`config.mk`:
```
export PLATFORM = sky130hd
export DESIGN_NAME = url_percent_decoder
export DESIGN_NICKNAME = d
export VERILOG_FILES = /design/src/hw/rtl/upd_pkg.sv /design/src/hw/rtl/upd_decode.sv /design/src/hw/rtl/upd_emit.sv /design/src/hw/rtl/url_percent_decoder.sv
export SDC_FILE = /design/constraint.sdc
export NUM_CORES = 1
export LEC_CHECK = 0
export ABC_AREA = 1
export BUFFER_PORTS_ARGS = -buffer_cell sky130_fd_sc_hd__buf_2
export CAP_MARGIN = 40
export CORE_ASPECT_RATIO = 1.25
export CORE_MARGIN = 1
export CORE_UTILIZATION = 42
export CTS_CLUSTER_SIZE = 8
export DETAILED_ROUTE_END_ITERATION = 10
export PLACE_DENSITY = 0.63
export SYNTH_ARGS = -nofsm -noshare
export SYNTH_HDL_FRONTEND = slang
export SYNTH_SLANG_ARGS = --single-unit
```
`constraint.sdc`:
```
create_clock -name clk -period 2.5 [get_ports clk]
set_input_delay 0.25 -clock clk [delete_from_list [all_inputs] [get_ports clk]]
set_output_delay 0.25 -clock clk [all_outputs]
set_load 0.02 [all_outputs]
```
`src/hw/rtl/upd_pkg.sv`:
```
// ----------------------------------------------------------------------------
// upd_pkg
// Shared types, character constants and hex helpers for the URL percent
// decoder.
// ----------------------------------------------------------------------------
package upd_pkg;

    localparam logic [7:0] CHAR_PLUS    = 8'h2B;
    localparam logic [7:0] CHAR_PERCENT = 8'h25;
    localparam logic [7:0] CHAR_SPACE   = 8'h20;

    // Most bytes one request can produce.
    localparam int unsigned MAX_BYTES = 3;

    typedef struct packed {
        logic [7:0] text_byte;
        logic       end_of_text;
    } in_item_t;

    typedef struct packed {
        logic [7:0] plain_byte;
        logic       run_last;
    } out_item_t;

    typedef enum logic [1:0] {
        PH_IDLE   = 2'd0,
        PH_FIRST  = 2'd1,
        PH_SECOND = 2'd2
    } phase_t;

    // The decoded bytes of one request, first byte in slot 0.
    typedef struct packed {
        logic [1:0]                 count;
        logic [MAX_BYTES-1:0][7:0]  bytes;
    } burst_t;

    // Bit 4 set means the byte is not a hex digit; otherwise bits 3:0 hold
    // the digit value.
    function automatic logic [4:0] hex_value(logic [7:0] b);
        logic [4:0] v;
        v = 5'h10;
        if (b inside {[8'h30:8'h39]}) begin
            v = {1'b0, b[3:0]};
        end
        else if (b inside {[8'h41:8'h46], [8'h61:8'h66]}) begin
            v = {1'b0, 4'(b[3:0] + 4'd9)};
        end
        return v;
    endfunction

    // Uppercase hex character for one nibble.
    function automatic logic [7:0] hex_char(logic [3:0] n);
        logic [7:0] c;
        if (n < 4'd10) begin
            c = {4'h3, n};
        end
        else begin
            c = 8'(8'h37 + {4'h0, n});
        end
        return c;
    endfunction

endpackage

```
`src/hw/rtl/upd_decode.sv`:
```
// ----------------------------------------------------------------------------
// upd_decode
// Input register, escape state and the combinational decode of one request
// into a burst of up to three bytes.
// ----------------------------------------------------------------------------
module upd_decode (
    input  logic              clk,
    input  logic              rst_n,
    input  logic              in_valid,
    output logic              in_stall,
    input  upd_pkg::in_item_t in_data,
    input  logic              plus_as_space,
    input  logic              space,
    output logic              burst_valid,
    output upd_pkg::burst_t   burst
);
    import upd_pkg::*;

    logic       in_valid_reg;
    in_item_t   in_item_reg;
    phase_t     phase_reg;
    phase_t     phase_next;
    logic [3:0] nibble_reg;
    logic [3:0] nibble_next;
    logic       take;
    logic       accept;
    logic [4:0] hex;
    logic [7:0] b;

    // The held request moves on whenever the burst register has room.
    assign take        = in_valid_reg && space;
    assign in_stall    = in_valid_reg && !space;
    assign accept      = in_valid && !in_stall;
    assign burst_valid = in_valid_reg;

    assign b   = in_item_reg.text_byte;
    assign hex = hex_value(b);

    always_comb
    begin
        burst       = '0;
        phase_next  = PH_IDLE;
        nibble_next = nibble_reg;
        case (phase_reg)
            PH_FIRST:
            begin
                if (hex[4]) begin
                    burst.count    = 2'd2;
                    burst.bytes[0] = CHAR_PERCENT;
                    burst.bytes[1] = b;
                end
                else begin
                    nibble_next = hex[3:0];
                    phase_next  = PH_SECOND;
                end
            end
            PH_SECOND:
            begin
                if (hex[4]) begin
                    burst.count    = 2'd3;
                    burst.bytes[0] = CHAR_PERCENT;
                    burst.bytes[1] = hex_char(nibble_reg);
                    burst.bytes[2] = b;
                end
                else begin
                    burst.count    = 2'd1;
                    burst.bytes[0] = {nibble_reg, hex[3:0]};
                end
            end
            default:
            begin
                if (b == CHAR_PLUS) begin
                    burst.count    = 2'd1;
                    burst.bytes[0] = plus_as_space ? CHAR_SPACE : CHAR_PLUS;
                end
                else if (b == CHAR_PERCENT) begin
                    phase_next = PH_FIRST;
                end
                else begin
                    burst.count    = 2'd1;
                    burst.bytes[0] = b;
                end
            end
        endcase
        if (in_item_reg.end_of_text) begin
            phase_next  = PH_IDLE;
            nibble_next = 4'h0;
        end
    end

    always_ff @(posedge clk or negedge rst_n)
    begin
        if (!rst_n) begin
            in_valid_reg <= 1'b0;
            phase_reg    <= PH_IDLE;
            nibble_reg   <= 4'h0;
        end
        else begin
            if (accept) begin
                in_valid_reg <= 1'b1;
            end
            else if (take) begin
                in_valid_reg <= 1'b0;
            end
            if (take) begin
                phase_reg  <= phase_next;
                nibble_reg <= nibble_next;
            end
        end
    end

    always_ff @(posedge clk)
    begin
        if (accept) begin
            in_item_reg <= in_data;
        end
    end

    // An end-of-text request always leaves the escape state cleared.
    a_eot_clears: assert property (@(posedge clk) disable iff (!rst_n)
        take && in_item_reg.end_of_text |=> phase_reg == PH_IDLE && nibble_reg == 4'h0)
        else $error("escape state not cleared after end of text");

    // A held request that could not move on is still there next cycle.
    a_hold: assert property (@(posedge clk) disable iff (!rst_n)
        in_valid_reg && !space |=> in_valid_reg && $stable(in_item_reg))
        else $error("held request lost");

endmodule

```
`src/hw/rtl/upd_emit.sv`:
```
// ----------------------------------------------------------------------------
// upd_emit
// Burst register that hands the decoded bytes of one request to the output
// one per cycle while out_stall is low.
// ----------------------------------------------------------------------------
module upd_emit (
    input  logic               clk,
    input  logic               rst_n,
    input  logic               burst_valid,
    input  upd_pkg::burst_t    burst,
    output logic               space,
    output logic               out_valid,
    input  logic               out_stall,
    output upd_pkg::out_item_t out_data
);
    import upd_pkg::*;

    logic [MAX_BYTES-1:0][7:0] bytes_reg;
    logic [1:0]                left_reg;
    logic [1:0]                pos_reg;
    logic                      out_take;

    assign out_valid = left_reg != 2'd0;
    assign out_take  = out_valid && !out_stall;
    // Room for a new burst once the current one is gone or leaves now.
    assign space     = (left_reg == 2'd0) || (left_reg == 2'd1 && !out_stall);

    always_comb
    begin
        case (pos_reg)
            2'd0:    out_data.plain_byte = bytes_reg[0];
            2'd1:    out_data.plain_byte = bytes_reg[1];
            default: out_data.plain_byte = bytes_reg[2];
        endcase
        out_data.run_last = left_reg == 2'd1;
    end

    always_ff @(posedge clk or negedge rst_n)
    begin
        if (!rst_n) begin
            left_reg <= 2'd0;
            pos_reg  <= 2'd0;
        end
        else if (burst_valid && space) begin
            left_reg <= burst.count;
            pos_reg  <= 2'd0;
        end
        else if (out_take) begin
            left_reg <= left_reg - 2'd1;
            pos_reg  <= pos_reg + 2'd1;
        end
    end

    always_ff @(posedge clk)
    begin
        if (burst_valid && space) begin
            bytes_reg <= burst.bytes;
        end
    end

    // The read position never runs past the bytes of the burst.
    a_pos_range: assert property (@(posedge clk) disable iff (!rst_n)
        ({1'b0, pos_reg} + {1'b0, left_reg}) <= 3'(MAX_BYTES))
        else $error("burst read position out of range");

    // A loaded burst starts with its full byte count.
    a_load: assert property (@(posedge clk) disable iff (!rst_n)
        burst_valid && space |=> left_reg == $past(burst.count) && pos_reg == 2'd0)
        else $error("burst not loaded");

endmodule

```
`src/hw/rtl/url_percent_decoder.sv`:
```
// A request waits in the decode input register, is decoded combinationally
// and loads the emit burst register, which drives the output. Throughput:
// one request per cycle when each gives at most one byte and out_stall is
// low; a longer burst holds the single output register until it drains.
// Reset (rst_n low, asynchronous) empties all stages, returns the escape
// state to idle and clears plus_as_space.
// ----------------------------------------------------------------------------
// url_percent_decoder
// Decodes URL percent escapes from a byte stream, optionally turning '+'
// into a space, and re-emits broken escapes with the first digit uppercase.
// ----------------------------------------------------------------------------
module url_percent_decoder (
    input  logic               clk,
    input  logic               rst_n,
    input  logic               in_valid,
    output logic               in_stall,
    input  upd_pkg::in_item_t  in_data,
    output logic               out_valid,
    input  logic               out_stall,
    output upd_pkg::out_item_t out_data,
    input  logic               cfg_valid,
    output logic               cfg_ready,
    input  logic               cfg_data
);
    import upd_pkg::*;

    logic   plus_as_space_reg;
    logic   space;
    logic   burst_valid;
    burst_t burst;

    // The configuration register is always writable; software must write it only
    // while no request is in flight, which the block itself does not enforce.
    assign cfg_ready = 1'b1;

    always_ff @(posedge clk or negedge rst_n)
    begin
        if (!rst_n) begin
            plus_as_space_reg <= 1'b0;
        end
        else if (cfg_valid && cfg_ready) begin
            plus_as_space_reg <= cfg_data;
        end
    end

    // The decode stage holds one request in its input register and turns it
    // into a burst of zero to three bytes in a single combinational pass.
    upd_decode u_decode (
        .clk           (clk),
        .rst_n         (rst_n),
        .in_valid      (in_valid),
        .in_stall      (in_stall),
        .in_data       (in_data),
        .plus_as_space (plus_as_space_reg),
        .space         (space),
        .burst_valid   (burst_valid),
        .burst         (burst)
    );

    // The emit stage registers the burst and drains it one byte per cycle while
    // out_stall is low, flagging the last byte of each request with run_last.
    upd_emit u_emit (
        .clk         (clk),
        .rst_n       (rst_n),
        .burst_valid (burst_valid),
        .burst       (burst),
        .space       (space),
        .out_valid   (out_valid),
        .out_stall   (out_stall),
        .out_data    (out_data)
    );

endmodule
```
==> impl_metrics.ini, run 1 <==
[status]
status = complete, no violations

[worst_setup_path]
required_ns = 2.52
worstPathArrival_ns = 2.27
critPathKind = reg -> reg
crit_chain = inv_1 > ha_1 > o21ai_0 > nand2_1 > nand2_2 > inv_1 > nand2_1 > o21ai_0 > nand2_1 > nand3_1
critPathLaunchType = flip-flop
slowest_stage = edfxtp_1
max_stage_delay_ns = 0.51
worst-path-max-fanout = 18
crit_path_frequent_cell = nand2_1
crit_path_end_kind = flip-flop
r2r_slack_ns = 0.25

[clocking]
clkSinkCount = 45
root_buffer = clkbuf_8
clk_latency_ns = 0.29
htreeDepth = 2
cts.path.max_buffers = 2
cts.clk_slew.worst_paths_ns = 0.08
tritoncts = done
cts_buffers = 5
cts_resized = 0

[logic_synthesis]
synth.area.top_cells = edfxtp_1 (39%), dfrtp_1 (12%), nand2_1 (9.9%), ha_1 (5.4%), inv_1 (5.2%)
synth-seq-cells = 45
yosysWarnings = 0
yosysMostFrequentCell = nand2_1
synthFlopType = edfxtp_1
postSynthCellCount = 285
ys_seq_area_share_pct = 50.8
async_reset_ff_share_pct = 26.7
syn_area_um2 = 2540
netlist-cell-type-count = 30
synth_nets = 311
yosys.area.top_type = edfxtp_1
synth_edf_count = 33
syn_avg_cell_area_um2 = 8.91
synth_top_area_share_pct = 39.0
synth.top_cells.by_count = nand2_1 (67), inv_1 (35), edfxtp_1 (33)

[routing]
totalWireLength_um = 5400
ant_nets = 0
route.detailed.drc = 0
firstDrtPassIters = 4
vias_per_cell = 5.29
vias = 1996
drt_iter0_markers = 117
avgRoutedWirePerCell_um = 14.3

[timing]
setup_viol = 0
rsz0062_at_grt = false
finalHoldViolCount = 0
finalSetupTns_ns = 0
maxSlewHeadroom_pct = 63.0
fin_crit_sh_pct = 90.0
fmax_mhz = 444
tightest_slew_ns = 0.550
slew_violations = 0
skew_ns = 0.00425
fin_crit_ns = 2.25
worst_slack_ns = 0.250

[die]
die_width_um = 71.6
core_um2 = 5820
start_util_pct = 43.7
die_y_um = 88.9
rows = 31
num_io_pins = 27
die-area_um2 = 6360

[placed_design]
placed_cell_area_um2 = 2710
dp_slack_ns = 0.298
gp_congestion = 0.906
dp_hpwl_um = 4190
port_buffers = 25

[global_routing]
antenna_found_initial = 0
grt-ovfl-total = 0
grt_pass1_vias = 1879
grt_max_degree = 27
grt_pass1_wl_um = 8940
track_usage_pct = 18.8

[power_and_ir_drop]
combPwrFrac_pct = 39.6
power_report.internal_total_w = 0.00178
power_w = 0.00292
vdd_drop_max_v = 0.000703
p_per_area_nw_per_um2 = 1030
power_frac_seq_pct = 41.0
p_sw_w = 0.00115
swShare_pct = 39.2
p_leak_nw = 1.23
p_clk_share_pct = 19.4

[finish]
antenna_cells = 0
fin_nets = 336
syn2layout_area_growth_pct = 11.7
drive_gt1_share_pct = 15.1
final_area_um2 = 2840
largest_reg_flops = 24

[worst_hold_path]
hold_class = in -> reg

[flow_run]
max_cap_violations = 0
-- worst max-delay path, delay by kind of cell, from the launching register on --
family                     cells  cell delay [ns]
adders and majority gates      1             0.24
buffers and inverters          2             0.25
DFF                            1             0.51
AOI/OAI and AO/OA              2             0.32
and+or+nand+nor                5             0.65
-- final timing paths --
check | from | endpoint | depth (start not counted)
worst max-delay path | u_decode.b[1] | u_emit.bytes_reg[0] | 10
worst min-delay path | in_data[4] | u_decode.b[3] | 1
worst max register to register | u_decode.b[1] | u_emit.bytes_reg[0] | 10
worst min register to register | u_decode.nibble_reg[0] | u_decode.nibble_reg[0] | 2
max in group asynchronous | rst_n | u_decode.phase_reg[0] | 2
min in group asynchronous | rst_n | u_emit.pos_reg[0] | 2
-- stage by stage --
step	utilization (%)	hold slack, ns	cells
after floorplan	-	-0.0456	285
after global placement	46.5	0.140	368
after detailed placement	46.5	0.148	368
after CTS	48.8	0.113	377
after global routing	48.8	0.105	377
final	48.8	0.124	377
-- logic make-up after synthesis --
logic type	share of synthesized area [%]
fa+ha+maj	5.42
compound gates	9.21
other cells	0.148
flops	50.8
simple gates	25.6
buf+inv	8.13
xor+xnor	0.690
-- cell usage in the layout (no fill, tap or decap), types with 2 or more instances in the layout --
cell type | Yosys | final
dfrtp_1 | 12 | 12
buf_2 | 0 | 25
a21oi_1 | 8 | 8
o211ai_1 | 2 | 2
nand2_1 | 67 | 67
inv_1 | 35 | 35
o21ai_0 | 14 | 14
clkbuf_8 | 0 | 6
nand3b_1 | 2 | 2
edfxtp_1 | 33 | 33
nand2_4 | 2 | 2
nand4_1 | 14 | 14
nand3_1 | 23 | 23
xor2_1 | 2 | 2
inv_2 | 4 | 4
nor3_1 | 2 | 2
nor2_1 | 24 | 24
ha_1 | 11 | 11
o22ai_1 | 2 | 2
a22oi_1 | 8 | 8
nand2_2 | 3 | 3
-- per-layer routing --
metal | up-vias | track usage, % | wire length (um)
li1 | 1013 | - | -
met1 | 922 | 22.4 | 2410
met2 | 52 | 33.1 | 2710
met3 | 9 | 3.61 | 162
met4 | 0 | 8.73 | 116
met5 | - | 0 | 0
-- final cells by class --
| class | instances | area [um^2] |
|---|---|---|
| inverter | 39 | 146 |
| sequential | 45 | 1290 |
| multi-input combinational | 192 | 1040 |
| tap | 66 | 82.6 |
| clock buffer | 6 | 82.6 |
| fill | 568 | 2980 |
| timing repair buffer | 27 | 155 |
| clock inverter | 2 | 37.5 |
-- power by group through the flow --
stage | sequential [W] | clock (W) | combinational (W)
floorplan | 0.00117 | 0 | 0.000836
global placement | 0.00121 | 0 | 0.00116
detailed placement | 0.00122 | 0 | 0.00116
CTS | 0.00120 | 0.000581 | 0.00117
global route | 0.00123 | 0.000610 | 0.00130
finish | 0.00120 | 0.000567 | 0.00116
-- timing repair --
action	CTS	global route
hold buffers	1	0
endpoints found under the hold margin	12	0
buffers inserted	0	0
setup endpoints to repair	0	0
Note: power is estimated with default switching activity, not from simulation.
==> run 2, diff against run 1 <==
--- a/config.mk
+++ b/config.mk
@@ -5,7 +5,6 @@
 export SDC_FILE = /design/constraint.sdc
 export NUM_CORES = 1
 export LEC_CHECK = 0
-export ABC_AREA = 1
 export BUFFER_PORTS_ARGS = -buffer_cell sky130_fd_sc_hd__buf_2
 export CAP_MARGIN = 40
 export CORE_ASPECT_RATIO = 1.25
@@ -14,6 +13,7 @@
 export CTS_CLUSTER_SIZE = 8
 export DETAILED_ROUTE_END_ITERATION = 10
 export PLACE_DENSITY = 0.63
+export SETUP_SLACK_MARGIN = 0.3
 export SYNTH_ARGS = -nofsm -noshare
 export SYNTH_HDL_FRONTEND = slang
 export SYNTH_SLANG_ARGS = --single-unit
==> run 2 against run 1 <==
- the flow now finishes with violations (DRC)
- sequential cell count stayed put
- sequential share of layout area is 0.53 points higher
- combinational power rose by 6%
- cell area is 1.1% lower
- maximum frequency up 9.2%
- hold slack got worse by 0.0064 ns
- synthesized cell count fell by 16%
- die area fell by 2.6%
- utilization up 1.7 points
==> impl_metrics.ini, run 2 <==
[global_routing]
grt-ovfl-total = 0
grt_pass1_vias = 1833
grt_pass1_wl_um = 8880
grt_max_degree = 27
track_usage_pct = 18.5
antenna_found_initial = 0

[worst_setup_path]
required_ns = 2.56
worst-path-max-fanout = 8
critPathKind = reg -> reg
critPathLaunchType = flip-flop
worstPathArrival_ns = 2.12
crit_path_end_kind = flip-flop

[logic_synthesis]
syn_area_um2 = 2470
ys_seq_area_share_pct = 52.3
yosys.area.top_type = edfxtp_1
synthFlopType = edfxtp_1
async_reset_ff_share_pct = 26.7
synth_top_area_share_pct = 40.1
syn_avg_cell_area_um2 = 10.4
synth.area.top_cells = edfxtp_1 (40%), dfrtp_1 (12%), ha_1 (5.6%), nand2_1 (4.3%), a22oi_1 (3.9%)
synth_nets = 264
synth.top_cells.by_count = edfxtp_1 (33), nand2_1 (28), nor2_1 (19)
synth_edf_count = 33
yosysWarnings = 0
synth-seq-cells = 45
postSynthCellCount = 238
yosysMostFrequentCell = edfxtp_1
netlist-cell-type-count = 48

[clocking]
cts.clk_slew.worst_paths_ns = 0.09
htreeDepth = 2
root_buffer = clkbuf_8
clk_latency_ns = 0.30
postCtsSetupRepairBufs = 0
tritoncts = done
clkSinkCount = 45
cts.path.max_buffers = 2
cts_buffers = 5

[finish]
syn2layout_area_growth_pct = 13.5
multi_input_area_um2 = 1080
antenna_cells = 0
num-fill-cells = 517
final_area_um2 = 2810
drive_gt1_share_pct = 17.2
fin_nets = 292
final_common_cell = edfxtp_1
final_cell_mix = edfxtp_1 (33), nand2_1 (28), buf_2 (25), nor2_1 (18), inv_1 (17)
seq_area_um2 = 1290
final_util_pct = 50.5
largest_reg_flops = 24

[routing]
totalWireLength_um = 5340
route.detailed.drc = 2
ant_nets = 0
vias_per_cell = 5.69
drt_iter0_markers = 111
firstDrtPassIters = 7
vias = 1885
avgRoutedWirePerCell_um = 16.1

[die]
die-area_um2 = 6200
num_io_pins = 27
die_width_um = 70.6
core_um2 = 5560
start_util_pct = 44.5
rows = 30
die_y_um = 87.8

[power_and_ir_drop]
vdd_drop_max_v = 0.000513
p_per_area_nw_per_um2 = 1070
p_leak_nw = 1.17

[placed_design]
placed_cell_area_um2 = 2670
port_buffers = 25
gp_congestion = 0.937
dp_hpwl_um = 3910

[timing]
tightest_slew_ns = 0.616
fin_crit_ns = 2.06
setup_viol = 0
rsz0062_at_grt = false
fmax_mhz = 485
finalHoldViolCount = 0
fin_crit_sh_pct = 82.4
skew_ns = 0.0122
maxSlewHeadroom_pct = 58.9
finalSetupTns_ns = 0
slew_violations = 0

[flow_run]
max_cap_violations = 0

[worst_hold_path]
hold_class = in -> reg

[status]
violations = DRC
status = finished, violations left
-- run 2: changes by cell type in the layout (fill, tap and decap cells not counted), sizes merged, moves of 4 or more --
cell and change:
a21oi +4, a22oi +5, and3 +9, buf +6, inv -22, nand2 -44
nand2b +4, nand3 -18, nand4 -15, nor2 -7, nor2b +4
-- run 2: cell type report --
type / instances / area share, %
clock buffer: 6 / 2.59
sequential: 45 / 46.0
timing repair buffer: 33 / 6.69
multi-input combinational: 164 / 38.4
inverter: 17 / 2.27
clock inverter: 2 / 1.20
tap: 64 / 2.85
-- run 2: worst max-delay path, cell delays in order, from the launching register on --
cell and delay (ns):
edfxtp_1 0.49, or4b_1 0.56, a21oi_2 0.16, o21a_4 0.19, nor2_1 0.08, buf_4 0.17, and3_1 0.17
-- run 2: report_power, final --
group	switching, W	internal (W)
sequential	0.000138	0.00111
combinational	0.000796	0.000438
clock	0.000239	0.000295
total	0.00117	0.00184
-- run 2: through the flow --
stage               total power [W]  worst slack (ns)  hold slack, ns  cells
finish                      0.00301             0.439           0.118    331
global route                0.00322             0.350           0.117    331
global placement            0.00246             0.478           0.145    322
floorplan                   0.00208             0.362         -0.0456    238
detailed placement          0.00248             0.433           0.148    322
CTS                         0.00302             0.403           0.119    331
-- run 2: final timing paths --
kind	startpoint	end	slack (ns)	depth (start not counted)
worst max-delay path	u_decode.b[4]	u_emit.bytes_reg[18]	0.44	6
worst min-delay path	in_data[1]	u_decode.b[0]	0.12	1
worst max register to register	u_decode.b[4]	u_emit.bytes_reg[18]	0.44	6
worst min register to register	u_decode.phase_reg[0]	u_decode.phase_reg[0]	0.52	2
max in group asynchronous	rst_n	u_decode.nibble_reg[1]	1.93	2
min in group asynchronous	rst_n	plus_as_space_reg	0.35	2
-- run 2: timing repair --
item,in CTS,in global routing
hold buffers,1,0
resized for setup,1,4
endpoints found under the setup margin,8,13
endpoints found under the hold margin,12,0
-- run 2: kinds of logic after synthesis --
logic type,share of synthesized area [%]
AND/OR/NAND/NOR,16.1
AO/OA/AOI/OAI,18.5
flip-flops,52.3
buffers and inverters,4.96
adder cells (fa/ha/maj),5.57
multiplexers,1.72
XOR/XNOR,0.709
other,0.152
-- run 2: per-layer routing --
layer | up-vias | track usage (%) | share of wire [%]
li1 | 924 | - | -
met1 | 889 | 22.6 | 43
met2 | 55 | 32.5 | 49
met3 | 17 | 3.11 | 4.5
met4 | 0 | 8.00 | 2.9
met5 | - | 0 | 0
==> run 3, diff against run 2 <==
==> constraint.sdc (replaced) <==
create_clock -name clk -period 2.15 [get_ports clk]
set_input_delay 0.215 -clock clk [delete_from_list [all_inputs] [get_ports clk]]
set_output_delay 0.215 -clock clk [all_outputs]
set_load 0.02 [all_outputs]
==> run 3 against run 2 <==
- the flow now finishes without violations
- global-route usage increased by 1.2 points
- maximum frequency increased by 9.1%
- clock skew down 0.0024 ns
- count of clock-buffer cells in the layout fell by 1
- critical endpoint is now u_emit.bytes_reg[13]
- largest cell class unchanged
- highest routed layer unchanged
==> impl_metrics.ini, run 3 (synthesis results as in run 2) <==
[status]
status = complete, no violations

[clocking]
clkSinkCount = 45
cts.clk_slew.worst_paths_ns = 0.08
htreeDepth = 2
cts.path.max_buffers = 2
cts_buffers = 5
tritoncts = done
root_buffer = clkbuf_8
clk_latency_ns = 0.30

[die]
die_y_um = 87.8
die-area_um2 = 6200
rows = 30
core_um2 = 5560
die_width_um = 70.6
num_io_pins = 27
start_util_pct = 44.5

[timing]
finalSetupTns_ns = 0
slew_violations = 0
finalHoldViolCount = 0
skew_ns = 0.00980
setup_viol = 0
tightest_slew_ns = 0.559
worst_slack_ns = 0.262
maxSlewHeadroom_pct = 62.3
fin_crit_sh_pct = 87.8
fmax_mhz = 530
rsz0062_at_grt = true
fin_crit_ns = 1.89

[finish]
final_cell_mix = edfxtp_1 (33), nand2_1 (28), buf_4 (27), buf_2 (25)
fin_nets = 314
final_common_cell = edfxtp_1
drive_gt1_share_pct = 33.6
stdcell_count = 353
antenna_cells = 0
num-fill-cells = 486
largest_reg_flops = 24
syn2layout_area_growth_pct = 25.6

[routing]
ant_nets = 0
totalWireLength_um = 5680
avgRoutedWirePerCell_um = 16.1
vias = 2012
wl_met2_um = 2990
drt-met1-wl_um = 2310
drt_iter0_markers = 127
met3WireLength_um = 296
vias_per_cell = 5.70
firstDrtPassIters = 4
route.detailed.drc = 0
highest_layer = met4

[worst_setup_path]
max_stage_delay_ns = 0.55
slowest_stage = or4b_4
r2r_slack_ns = 0.26
critPathKind = reg -> reg
required_ns = 2.21
crit_chain = or4b_4 > a21oi_4 > o21a_4 > buf_4 > or2_4 > nor2_1
crit_path_end_kind = flip-flop
worst-path-max-fanout = 7
worstPathArrival_ns = 1.95
critPathLaunchType = flip-flop

[power_and_ir_drop]
vdd_drop_max_v = 0.000853
p_per_area_nw_per_um2 = 1230
power_frac_seq_pct = 37.8
combPwrFrac_pct = 45.8
swShare_pct = 38.8
p_leak_nw = 1.28
power_report.internal_total_w = 0.00234
p_sw_w = 0.00149
p_clk_share_pct = 16.4

[worst_hold_path]
hold_class = in -> reg

[global_routing]
antenna_found_initial = 0
grt_max_degree = 26
grt-ovfl-total = 0
grt_pass1_wl_um = 9320
track_usage_pct = 19.7
grt_pass1_vias = 1920

[placed_design]
dp_slack_ns = 0.0852
gp_congestion = 0.944
dp_hpwl_um = 4020
post-place-cells = 327
port_buffers = 25

[flow_run]
max_cap_violations = 0
## run 3: cell types whose count changed in the layout (fill, tap and decap cells not counted), sizes merged
cell | previous run | this run
or2 | 1 | 2
buf | 32 | 53
clkbuf | 6 | 5
clkinvlp | 0 | 2
inv | 17 | 16
## run 3: layout make-up
type | instances | area (um^2) | area share [%]
clock buffers | 5 | 68.8 | 2.22
clock inverters | 3 | 41.3 | 1.33
inverters | 17 | 67.6 | 2.18
multi-input cells | 165 | 1210 | 38.9
flip-flops and latches | 45 | 1290 | 41.6
well taps | 64 | 80.1 | 2.58
repair buffers | 54 | 349 | 11.2
## run 3: power by group through the flow
stage	clock, W	sequential (W)	combinational [W]
finish	0.000629	0.00145	0.00175
global route	0.000677	0.00147	0.00193
CTS	0.000642	0.00144	0.00160
detailed placement	0	0.00146	0.00151
global placement	0	0.00145	0.00149
floorplan	0	0.00141	0.00106
## run 3: through the flow
step | hold WS (ns) | utilization [%] | total power, W | instance area, um^2
after floorplan | -0.0806 | - | 0.00247 | 2500
after global placement | 0.110 | 49.1 | 0.00294 | 2730
after detailed placement | 0.114 | 49.1 | 0.00298 | 2730
after CTS | 0.0786 | 53.1 | 0.00368 | 2950
after global routing | 0.0780 | 55.9 | 0.00408 | 3100
final | 0.0847 | 55.9 | 0.00383 | 3100
## run 3: path summary, 6_finish.rpt
| check | endpoint | cells past startpoint | from |
|---|---|---|---|
| worst min-delay path | u_decode.b[6] | 1 | in_data[7] |
| worst min register to register | u_emit.pos_reg[0] | 1 | u_emit.pos_reg[0] |
| min in group asynchronous | u_decode.nibble_reg[3] | 2 | rst_n |
| worst max register to register | u_emit.bytes_reg[13] | 6 | u_decode.b[4] |
| worst max-delay path | u_emit.bytes_reg[13] | 6 | u_decode.b[4] |
| max in group asynchronous | u_decode.nibble_reg[0] | 2 | rst_n |
## run 3: timing repair
item | CTS | global route
pin swaps | 2 | 5
endpoints found under the setup margin | 29 | 62
hold buffers | 1 | 0
gates cloned | 1 | 0
hold endpoints to repair | 12 | 0
resized for setup | 13 | 20
setup buffers | 7 | 9
## run 3: worst max-delay path, delay by kind of cell, from the launching register on
kind | cells | cell delay [ns]
flip-flops | 1 | 0.44
buffers and inverters | 1 | 0.13
AND/OR/NAND/NOR | 3 | 0.74
AO/OA/AOI/OAI | 2 | 0.33
## run 3: routing by layer
layer,up-vias,GRT usage (%)
met5,-,0
met4,0,7.82
met3,9,3.34
met2,70,35.0
met1,965,24.1
li1,968,-
